[config.mk]
export PLATFORM = sky130hd
export DESIGN_NAME = multi_token_first_match_search_unit
export DESIGN_NICKNAME = d
export VERILOG_FILES = /design/src/rtl/mtfm_pkg.sv /design/src/rtl/mtfm_match.sv /design/src/rtl/multi_token_first_match_search_unit.sv
export SDC_FILE = /design/constraint.sdc
export NUM_CORES = 2
export LEC_CHECK = 0
export BUFFER_PORTS_ARGS = -buffer_cell sky130_fd_sc_hd__buf_2
export CORE_MARGIN = 2
export CORE_UTILIZATION = 40
export DETAILED_ROUTE_END_ITERATION = 8
export PLACE_DENSITY = 0.62
export RECOVER_POWER = 25
export SLEW_MARGIN = 20
export SYNTH_ARGS = -nofsm -noshare
export SYNTH_HDL_FRONTEND = slang
export SYNTH_SLANG_ARGS = --single-unit
[constraint.sdc]
create_clock -name aclk -period 22 [get_ports aclk]
set_input_delay 4.4 -clock aclk [delete_from_list [all_inputs] [get_ports aclk]]
set_output_delay 4.4 -clock aclk [all_outputs]
set_load 0.02 [all_outputs]
[src/rtl/mtfm_pkg.sv]
// Package for the multi-token first-match search unit: constants, config indexes, match types.
`timescale 1ns / 1ps

package mtfm_pkg;

    localparam int MAX_TOKENS    = 4;
    localparam int MAX_TOKEN_LEN = 8;
    localparam int POSITION_BITS = 16;
    localparam int WIN_DEPTH     = 8;
    localparam int TOK_W         = 2;
    localparam int LEN_W         = 4;
    localparam int CNT_W         = 3;
    localparam int BYTES_W       = 8 * MAX_TOKEN_LEN;
    localparam int PCNT_W        = POSITION_BITS + 1;

    typedef logic [7:0]               byte_t;
    typedef logic [POSITION_BITS-1:0] pos_t;
    typedef logic [PCNT_W-1:0]        pcnt_t;

    // Best match seen so far in the current string
    typedef struct packed {
        logic             found;
        pos_t             pos;
        logic [TOK_W-1:0] tok;
    } best_t;

    // Configuration register indexes
    localparam logic [2:0] CFG_FROM_INDEX    = 3'd0;
    localparam logic [2:0] CFG_TO_INDEX      = 3'd1;
    localparam logic [2:0] CFG_TOKEN_COUNT   = 3'd2;
    localparam logic [2:0] CFG_TOKEN_LENGTHS = 3'd3;
    localparam logic [2:0] CFG_TOKEN_BYTES_A = 3'd4;
    localparam logic [2:0] CFG_TOKEN_BYTES_B = 3'd5;
    localparam logic [2:0] CFG_TOKEN_BYTES_C = 3'd6;
    localparam logic [2:0] CFG_TOKEN_BYTES_D = 3'd7;

endpackage

[src/rtl/mtfm_match.sv]
// Parallel token compare over the byte window and best-match update for one byte.
`timescale 1ns / 1ps

module mtfm_match (
    input  mtfm_pkg::byte_t                    win_byte [mtfm_pkg::WIN_DEPTH],
    input  logic [mtfm_pkg::WIN_DEPTH-1:0]     win_ok,
    input  mtfm_pkg::pos_t                     q,
    input  logic                               ok,
    input  logic [mtfm_pkg::CNT_W-1:0]         token_count,
    input  logic [mtfm_pkg::LEN_W*mtfm_pkg::MAX_TOKENS-1:0] token_lengths,
    input  logic [mtfm_pkg::BYTES_W-1:0]       token_bytes [mtfm_pkg::MAX_TOKENS],
    input  mtfm_pkg::best_t                    best_cur,
    output mtfm_pkg::best_t                    best_next
);

    always_comb begin
        logic [mtfm_pkg::CNT_W-1:0]     count;
        logic [mtfm_pkg::LEN_W-1:0]     nib;
        logic [mtfm_pkg::LEN_W-1:0]     len;
        logic [2:0]                     len_m1;
        logic [mtfm_pkg::WIN_DEPTH-1:0] hit_by_len;
        logic                           hit;
        mtfm_pkg::pos_t                 pos;
        mtfm_pkg::best_t                cur;

        count = (token_count > mtfm_pkg::CNT_W'(mtfm_pkg::MAX_TOKENS)) ?
                mtfm_pkg::CNT_W'(mtfm_pkg::MAX_TOKENS) : token_count;
        cur = best_cur;
        for (int t = 0; t < mtfm_pkg::MAX_TOKENS; t++) begin
            nib = token_lengths[mtfm_pkg::LEN_W*t +: mtfm_pkg::LEN_W];
            len = (nib > mtfm_pkg::LEN_W'(mtfm_pkg::MAX_TOKEN_LEN)) ?
                  mtfm_pkg::LEN_W'(mtfm_pkg::MAX_TOKEN_LEN) : nib;
            len_m1 = 3'(len - 4'd1);
            // Match for every possible length; the newest byte sits at index 0
            for (int l = 0; l < mtfm_pkg::WIN_DEPTH; l++) begin
                hit_by_len[l] = win_ok[l];
                for (int k = 0; k <= l; k++) begin
                    if (win_byte[l-k] != token_bytes[t][8*k +: 8]) begin
                        hit_by_len[l] = 1'b0;
                    end
                end
            end
            if (len == '0) begin
                hit = ok;
                pos = q;
            end else begin
                hit = hit_by_len[len_m1];
                pos = q - mtfm_pkg::POSITION_BITS'(len_m1);
            end
            if (mtfm_pkg::CNT_W'(t) < count && hit &&
                (!cur.found || pos < cur.pos ||
                 (pos == cur.pos && mtfm_pkg::TOK_W'(t) < cur.tok))) begin
                cur.found = 1'b1;
                cur.pos   = pos;
                cur.tok   = mtfm_pkg::TOK_W'(t);
            end
        end
        best_next = cur;
    end

endmodule

[src/rtl/multi_token_first_match_search_unit.sv]
// Top level of the multi-token first-match search unit over a streamed byte string.
`timescale 1ns / 1ps

// Channel  | Handshake          | Payload
// ---------+--------------------+--------------------------------------------------
// cfg      | cfg_we             | cfg_index[2:0], cfg_wdata[63:0]
// s (in)   | s_valid / s_ready  | s_src_byte[7:0], s_end_of_string
// m (out)  | m_valid / m_ready  | m_found, m_match_position[15:0], m_token_index[1:0],
//          |                    | m_too_long
//
// One request per cycle sustained unless an end-of-string byte waits for room:
// a byte lands in the input register, then window shift, token compare and
// best-match update. The output register loads as the end-of-string byte moves on.
// Reset (aresetn low, synchronous) clears configuration, string state and both
// valid flags. A full output register stalls only an end-of-string byte.

module multi_token_first_match_search_unit (
    input  logic                            aclk,
    input  logic                            aresetn,
    input  logic                            cfg_we,
    input  logic [2:0]                      cfg_index,
    input  logic [63:0]                     cfg_wdata,
    input  logic                            s_valid,
    output logic                            s_ready,
    input  logic [7:0]                      s_src_byte,
    input  logic                            s_end_of_string,
    output logic                            m_valid,
    input  logic                            m_ready,
    output logic                            m_found,
    output logic [15:0]                     m_match_position,
    output logic [1:0]                      m_token_index,
    output logic                            m_too_long
);

    localparam int WD = mtfm_pkg::WIN_DEPTH;
    localparam int PB = mtfm_pkg::POSITION_BITS;

    // Configuration registers
    logic [15:0]                 from_reg;
    logic [15:0]                 to_reg;
    logic [mtfm_pkg::CNT_W-1:0]  count_reg;
    logic [15:0]                 lengths_reg;
    logic [mtfm_pkg::BYTES_W-1:0] tok_bytes_reg [mtfm_pkg::MAX_TOKENS];

    // Input register
    logic            in_valid_reg, in_valid_next;
    mtfm_pkg::byte_t in_byte_reg;
    logic            in_eos_reg;

    // Per-string state
    mtfm_pkg::byte_t win_byte_reg  [WD];
    mtfm_pkg::byte_t win_byte_next [WD];
    logic [WD-1:0]   win_ok_reg, win_ok_next, win_ok_shift;
    mtfm_pkg::pcnt_t pos_reg, pos_next;
    mtfm_pkg::pcnt_t next_start_reg, next_start_next;
    mtfm_pkg::best_t best_reg, best_next, best_step;
    logic            overflow_reg, overflow_next;

    // Output register
    logic            m_valid_reg, m_valid_next;
    mtfm_pkg::best_t out_best_reg;
    logic            out_too_long_reg;

    logic            advance;
    logic            load_out;
    logic            over;
    logic            cand;
    logic            ok;
    logic            lead;
    mtfm_pkg::pcnt_t from_ext;
    mtfm_pkg::pcnt_t to_ext;

    // Take a new byte when the input register empties or moves on this cycle;
    // an end-of-string byte waits for room in the output register.
    assign advance  = in_valid_reg && (!in_eos_reg || !m_valid_reg || m_ready);
    assign s_ready  = !in_valid_reg || advance;
    assign load_out = advance && in_eos_reg;

    assign from_ext = mtfm_pkg::PCNT_W'(from_reg);
    assign to_ext   = mtfm_pkg::PCNT_W'(to_reg);
    assign over     = pos_reg[PB];

    // A candidate is the first position or the next character boundary past it
    assign cand = (pos_reg == from_ext) || (pos_reg > from_ext && pos_reg == next_start_reg);
    assign ok   = cand && (pos_reg < to_ext);
    // Shift-JIS lead byte: the character takes two bytes
    assign lead = (in_byte_reg >= 8'h81 && in_byte_reg <= 8'h9F) ||
                  (in_byte_reg >= 8'hE0 && in_byte_reg <= 8'hFC);

    // Window after this byte goes in; index 0 holds the newest byte
    always_comb begin
        win_byte_next[0] = in_byte_reg;
        for (int i = 1; i < WD; i++) begin
            win_byte_next[i] = win_byte_reg[i-1];
        end
        win_ok_shift = {win_ok_reg[WD-2:0], ok};
    end

    mtfm_match u_match (
        .win_byte      (win_byte_next),
        .win_ok        (win_ok_shift),
        .q             (pos_reg[PB-1:0]),
        .ok            (ok),
        .token_count   (count_reg),
        .token_lengths (lengths_reg),
        .token_bytes   (tok_bytes_reg),
        .best_cur      (best_reg),
        .best_next     (best_step)
    );

    // Next string state
    always_comb begin
        in_valid_next   = s_valid && s_ready ? 1'b1 : (advance ? 1'b0 : in_valid_reg);
        win_ok_next     = win_ok_reg;
        pos_next        = pos_reg;
        next_start_next = next_start_reg;
        best_next       = best_reg;
        overflow_next   = overflow_reg;
        if (advance) begin
            if (in_eos_reg) begin
                // Close the string: clear everything for the next one
                win_ok_next     = '0;
                pos_next        = '0;
                next_start_next = '0;
                best_next       = '0;
                overflow_next   = 1'b0;
            end else if (over) begin
                // Past the position limit: drop the byte, flag it
                overflow_next = 1'b1;
            end else begin
                win_ok_next = win_ok_shift;
                pos_next    = pos_reg + mtfm_pkg::PCNT_W'(1);
                best_next   = best_step;
                if (cand) begin
                    next_start_next = pos_reg + (lead ? mtfm_pkg::PCNT_W'(2) :
                                                        mtfm_pkg::PCNT_W'(1));
                end
            end
        end
    end

    // Output valid: set on a closed string, clear when taken
    always_comb begin
        if (load_out) begin
            m_valid_next = 1'b1;
        end else if (m_ready) begin
            m_valid_next = 1'b0;
        end else begin
            m_valid_next = m_valid_reg;
        end
    end

    // Configuration and control state
    always_ff @(posedge aclk) begin
        if (!aresetn) begin
            from_reg       <= '0;
            to_reg         <= '0;
            count_reg      <= '0;
            lengths_reg    <= '0;
            for (int t = 0; t < mtfm_pkg::MAX_TOKENS; t++) begin
                tok_bytes_reg[t] <= '0;
            end
            in_valid_reg   <= 1'b0;
            win_ok_reg     <= '0;
            pos_reg        <= '0;
            next_start_reg <= '0;
            best_reg       <= '0;
            overflow_reg   <= 1'b0;
            m_valid_reg    <= 1'b0;
        end else begin
            if (cfg_we) begin
                case (cfg_index)
                    mtfm_pkg::CFG_FROM_INDEX:    from_reg    <= cfg_wdata[15:0];
                    mtfm_pkg::CFG_TO_INDEX:      to_reg      <= cfg_wdata[15:0];
                    mtfm_pkg::CFG_TOKEN_COUNT:   count_reg   <= cfg_wdata[mtfm_pkg::CNT_W-1:0];
                    mtfm_pkg::CFG_TOKEN_LENGTHS: lengths_reg <= cfg_wdata[15:0];
                    mtfm_pkg::CFG_TOKEN_BYTES_A: tok_bytes_reg[0] <= cfg_wdata;
                    mtfm_pkg::CFG_TOKEN_BYTES_B: tok_bytes_reg[1] <= cfg_wdata;
                    mtfm_pkg::CFG_TOKEN_BYTES_C: tok_bytes_reg[2] <= cfg_wdata;
                    mtfm_pkg::CFG_TOKEN_BYTES_D: tok_bytes_reg[3] <= cfg_wdata;
                    default: ;
                endcase
            end
            in_valid_reg   <= in_valid_next;
            win_ok_reg     <= win_ok_next;
            pos_reg        <= pos_next;
            next_start_reg <= next_start_next;
            best_reg       <= best_next;
            overflow_reg   <= overflow_next;
            m_valid_reg    <= m_valid_next;
        end
    end

    // Payload registers
    always_ff @(posedge aclk) begin
        if (s_valid && s_ready) begin
            in_byte_reg <= s_src_byte;
            in_eos_reg  <= s_end_of_string;
        end
        if (advance && !in_eos_reg && !over) begin
            for (int i = 0; i < WD; i++) begin
                win_byte_reg[i] <= win_byte_next[i];
            end
        end
        if (load_out) begin
            // A dropped closing byte leaves the best match as it was
            out_best_reg     <= over ? best_reg : best_step;
            out_too_long_reg <= over || overflow_reg;
        end
    end

    assign m_valid          = m_valid_reg;
    assign m_found          = out_best_reg.found;
    assign m_match_position = 16'(out_best_reg.pos);
    assign m_token_index    = out_best_reg.tok;
    assign m_too_long       = out_too_long_reg;

endmodule
# After elaboration in Yosys (flattened, before gate mapping)
# Memories as Yosys holds them, arrays and structs flattened.
# Cells that the tools add are included.
# op_classes
n_addsub,10
magnitude_cmp,27
n_eq_ne,158
mux,187
n_reduce_logical,63
# op_table
op,count
$ne 8x8->1,144
$mux 1,160
$mux 19,6
$mux 17,5
$eq 16x16->1,4
$lt 16x16->1,4
$mux 16,4
$sub 16x3->16,4
$logic_and 1x1->1,21
$reduce_and 2->1,10
$add 17x1->17 const B,1
$add 17x2->17,1
$eq 17x16->1,1
$eq 17x17->1,1
$gt 17x16->1,1
$lt 17x16->1,1
$ge 8x8->1 const B,2
$gt 4x4->1 const B,4
$le 8x8->1 const B,2
$logic_not 4->1,4
$lt 3x4->1 const B,4
$mux 4,4
$logic_or 1x1->1,14
$mux 7,2
17 further kinds,41
# word_totals
ff_bits,399
mem_bits_rw,64
in_bits,81
out_inout_bits,22
memories,1
# memory_table
memory,words,width,read_ports,rd_clocked_by_memory_dff,write_ports,line_no,source
win_byte_reg,8,8,7,0,8,multi_token_first_match_search_unit.sv:51,mtfm_pkg::byte_t win_byte_reg [WD];

# Logic depth before layout (Yosys ltp)
# An unclocked memory read counts as a cell.
# depth
ltp_word,33
mapped_depth,61

# Hierarchy
# Synthesis repeated with hierarchy kept, for this count alone.
# unflattened
cells_unflattened,4462
area_unflattened_um2,36501.3
# modules_own_cells
module,n_inst,cells_per_inst,area_each_um2,seq_area_each_um2
mtfm_match,1,2552,18472.7,0.0
multi_token_first_match_search_unit,1,1910,18028.5,9959.6

# Least setup slack after synthesis
# Ideal clock, no wire load.
# synth_path
path_type,register to register
start,reg lengths_reg[3]
end,"reg out_best_reg, in the netlist m_match_position[14], data pin"
setup_time_ps,274
arrival_ps,11481
required_time_ps,21726
path_slack_ps,10245
stages_incl_launch_ff,58
period_less_slack_ps,11755
cell_sequence,dfxtp_1 -> nor2b_1 -> inv_1 -> ha_1 -> xnor2_1 -> ha_1 -> inv_1 -> o21ai_0 -> or4_1 -> nor4_1 -> xor2_1 -> ha_1 -> a211oi_1 -> nor2_1 -> nor3_1 -> o21ai_0 -> o21ai_0 -> nand3_1 -> (+22 left out) -> a31oi_1 -> buf_2 -> buf_4 -> a21oi_1 -> inv_1 -> ha_1 -> a21o_1 -> a21o_1 -> a21oi_1 -> o21ai_0 -> a211oi_1 -> nor2b_1 -> clkbuf_1 -> a21oi_1 -> buf_4 -> buf_4 -> mux2i_1 -> mux2i_1
# synth_via
elab_chain_len,26
elab_cells_between_ends,45
# synth_lines
element,line_no,source
"start, declared",multi_token_first_match_search_unit.sv:42,logic [15:0] lengths_reg;
"start signal, assigned",multi_token_first_match_search_unit.sv:176,mtfm_pkg::CFG_TOKEN_LENGTHS: lengths_reg <= cfg_wdata[15:0];
$gt 4x4->1,mtfm_match.sv:31,len = (nib > mtfm_pkg::LEN_W'(mtfm_pkg::MAX_TOKEN_LEN)) ?
$mux 4 (*),mtfm_match.sv:31,
$sub 3x1->3,mtfm_match.sv:33,len_m1 = 3'(len - 4'd1);
$sub 16x3->16,mtfm_match.sv:48,pos = q - mtfm_pkg::POSITION_BITS'(len_m1);
$mux 16,mtfm_match.sv:43,if (len == '0) begin
$lt 16x16->1 or $eq 16x16->1 (tied branches),"mtfm_match.sv:51, mtfm_match.sv:52",
$logic_or 1x1->1 or $logic_and 1x1->1 (tied branches),"mtfm_match.sv:51, mtfm_match.sv:52",
$logic_or 1x1->1,mtfm_match.sv:51,(!cur.found || pos < cur.pos ||
(+10 left out),n/a,
$logic_and 1x1->1,mtfm_match.sv:50,if (mtfm_pkg::CNT_W'(t) < count && hit &&
$mux 19 (*),mtfm_match.sv:50,
$lt 16x16->1 (tied with other cells),mtfm_match.sv:51,
$logic_or 1x1->1 or $logic_and 1x1->1 (tied branches),"mtfm_match.sv:51, mtfm_match.sv:52",
$logic_or 1x1->1,mtfm_match.sv:51,
$logic_and 1x1->1,mtfm_match.sv:50,
$mux 19 (*),mtfm_match.sv:50,
$mux 19 (*),n/a,
"end signal, assigned",multi_token_first_match_search_unit.sv:207,out_best_reg <= over ? best_reg : best_step;
"end, declared",multi_token_first_match_search_unit.sv:61,mtfm_pkg::best_t out_best_reg;
# Mark *: on every way between the ends. The rest lies on a longest branch, timed or not. The select of a mux whose other input is x is not followed.
# A chain may end at the register's enable or synchronous reset.

==> run_results.csv <==
group,metric,value,unit
layout,final_area,38300,um2
clocking,cts_tree,"built",
global_routing,grt_max_degree,200,
timing,slew_headroom,-251,%
drt,wirelength,169000,um
layout,final_nets,4536,
drt,drt_iter0_drc,4377,
floorplanning,floorplan.initialDensity,40.3,%
clocking,cts_inserted_buffers,53,
layout,n_fill_cell,8889,
clocking,clk_latency,670,ps
global_routing,grt_pass1_vias,31800,
global_routing,overflow,0,
layout,final_cell_mix,"nand2_1, xor2_1, xnor2_1",
global_routing,grt_usage,36.3,%
timing,tns,0,ps
clocking,ctsHoldBuffers,0,
layout,stdcell_count,5549,
clocking,cts_sinks,455,
synthesis,synth-edff-count,85,
synthesis,ys_ff_latch,455,
setup_path,crit_path_max_fanout,29,
floorplanning,die_w,302,um
setup_path,cp-end-kind,"flip-flop",
place,dp_cells,5447,
hold_path,min_path_type,"reg2reg",
drt,drc,0,
timing,max_freq,69.4,MHz
synthesis,syn_nets,4700,
place,gp_congestion,1.06,
setup_path,critPathSlowestCell,"clkbuf_1",
setup_path,slowest_delay,2350,ps
global_routing,grt_pass1_wl,238000,um
floorplanning,core-area,88200,um2
timing,maxSlewViolCount,1016,
layout,layout-drive-gt1-share,7.05,%
timing,hold_violations,0,
clocking,cts-root-buf,"clkbuf_16",
place,io_buffers,102,
global_routing,antenna_found_initial,3,
synthesis,synthDominantCellAreaShare,20.8,%
synthesis,synth-main-ff-cell,"dfxtp_1",
status,violations,"capacitance limit, slew limit",
clocking,cts_post_setup_buffers_inserted,0,
floorplanning,dieArea,91300,um2
drt,vias,34300,
synthesis,avgSynthCellArea,7.90,um2
setup_path,critical_path_arrival,14800,ps
synthesis,synthArstFlopShare,0,%
timing,worst_pin_slew,5270,ps
setup_path,worst_setup_path_start_kind,"flip-flop",
setup_path,cpMostUsedCell,"inv_1",
synthesis,ys_seq_area_share,28.0,%
floorplanning,io-pin-count,103,
clocking,clk_pin_slew,60,ps
power,ir_drop,64.2,uV
synthesis,syn_area,35500,um2
clocking,cts_resized,0,
floorplanning,die_y,302,um
floorplanning,rows,109,
timing,skew,41.9,ps
layout,final_util,43.4,%
synthesis,synth_top_cells_by_area,"dfxtp_1, xor2_1, xnor2_1",
timing,fin_hold_ws,451,ps
drt,wl_per_cell,30.5,um
status,status,"finished, violations left",
clocking,h-tree-depth,2,
layout,largest_register_ffs,256,
clocking,cts.path.max_buffers,3,
place,dpl.hpwl,120000,um
drt,vias_per_cell,6.19,
place,placed_area,36600,um2
setup_path,crit_type,"reg2reg",
synthesis,synth_cell_types,77,
setup_path,required,22400,ps
synthesis,yosys.area.top_type,"dfxtp_1",
layout,layout_commonest_cell,"nand2_1",
layout,area_delta_synth_final,7.73,%
power,powerDensity,57.9,nW/um2
drt,ant_nets,0,
flow_run,maxCapViolCount,41,
power,total_leakage_power,14.4,nW
synthesis,yosys_warnings,0,
timing,finalCriticalPeriod,14400,ps
synthesis,syn_inst,4501,
setup_path,path_buf_inv,8,
setup_path,crit_family,"compound AO/OA/AOI/OAI gates",
timing,fin_crit_sh,65.5,%
timing,finalSetupViolations,0,
drt,first_pass_iters,5,
timing,rsz0062_at_grt,"false",
Yosys cell counts (all sizes together) (32+ instances only):
| cell type | number |
|---|---|
| nand2 | 692 |
| xor2 | 594 |
| xnor2 | 520 |
| a21oi | 390 |
| dfxtp | 370 |
| clkbuf | 232 |
| buf | 205 |
| nor4 | 174 |
| inv | 170 |
| nand4 | 165 |
| nor2 | 130 |
| ha | 113 |
| edfxtp | 85 |
| o21ai | 68 |
| nor3 | 63 |
| nand3 | 60 |
| nand2b | 45 |
| o22ai | 44 |
| a22o | 34 |
| mux2i | 32 |
per-stage QoR:
step	total power, mW	setup WS [ps]
2_1_floorplan	1.13	10250
3_3_place_gp	1.26	7960
3_5_place_dp	1.26	7890
4_1_cts	2.21	7840
5_1_grt	2.28	6710
6_report	2.22	7600
final cells by class:
cell class	instances	area [um2]	share of cell area (%)
clock inverter	22	367	0.957
tap	1165	1460	3.81
antenna	2	5.00	0.0131
inverter	172	647	1.69
clock buffer	78	1530	4.00
timing repair buffer	218	1200	3.14
sequential	455	9960	26.0
multi-input combinational	3437	23100	60.4
worst paths after layout:
| kind | start | to | slack, ps | cells past startpoint |
|---|---|---|---|---|
| setup reg to reg | win_byte_reg[0][4] | m_match_position[15] | 7600 | 43 |
| setup / recovery | win_byte_reg[0][4] | m_match_position[15] | 7600 | 43 |
| hold / removal | best_reg[16] | best_reg[16] | 450 | 2 |
| hold reg to reg | best_reg[16] | best_reg[16] | 450 | 2 |
tightest hold or removal path, stage by stage, from the launching register on:
cell     delay (ps)
dfxtp_1         310
nand2_1          50
o21ai_1          50
kinds of logic (layout without fill, tap and decap cells):
kind of cell / after synthesis / count (layout) / synth area share (%)
buffers and inverters: 609 / 490 / 7.07
adders and majority gates: 118 / 118 / 4.26
muxes: 47 / 47 / 1.42
DFF: 455 / 455 / 28.0
AOI/OAI and AO/OA: 725 / 725 / 12.6
and+or+nand+nor: 1433 / 1433 / 19.2
other: 0 / 2 / 0
xor gates and xnor gates: 1114 / 1114 / 27.4
routing by layer:
| layer | share of wire (%) | global-route usage [%] | vias up |
|---|---|---|---|
| li1 | - | - | 14900 |
| met1 | 41 | 49.4 | 16500 |
| met2 | 41 | 52.4 | 2326 |
| met3 | 12 | 9.39 | 639 |
| met4 | 6.0 | 19.0 | 2 |
| met5 | 0.0053 | 0 | - |
report_power, final:
group	switching [mW]	internal [mW]	leakage (nW)
registers	0.0400	0.866	3.79
clock network	0.402	0.560	0.913
logic	0.232	0.119	9.68
total	0.673	1.54	14.4
(Power assumes the default switching activity.)
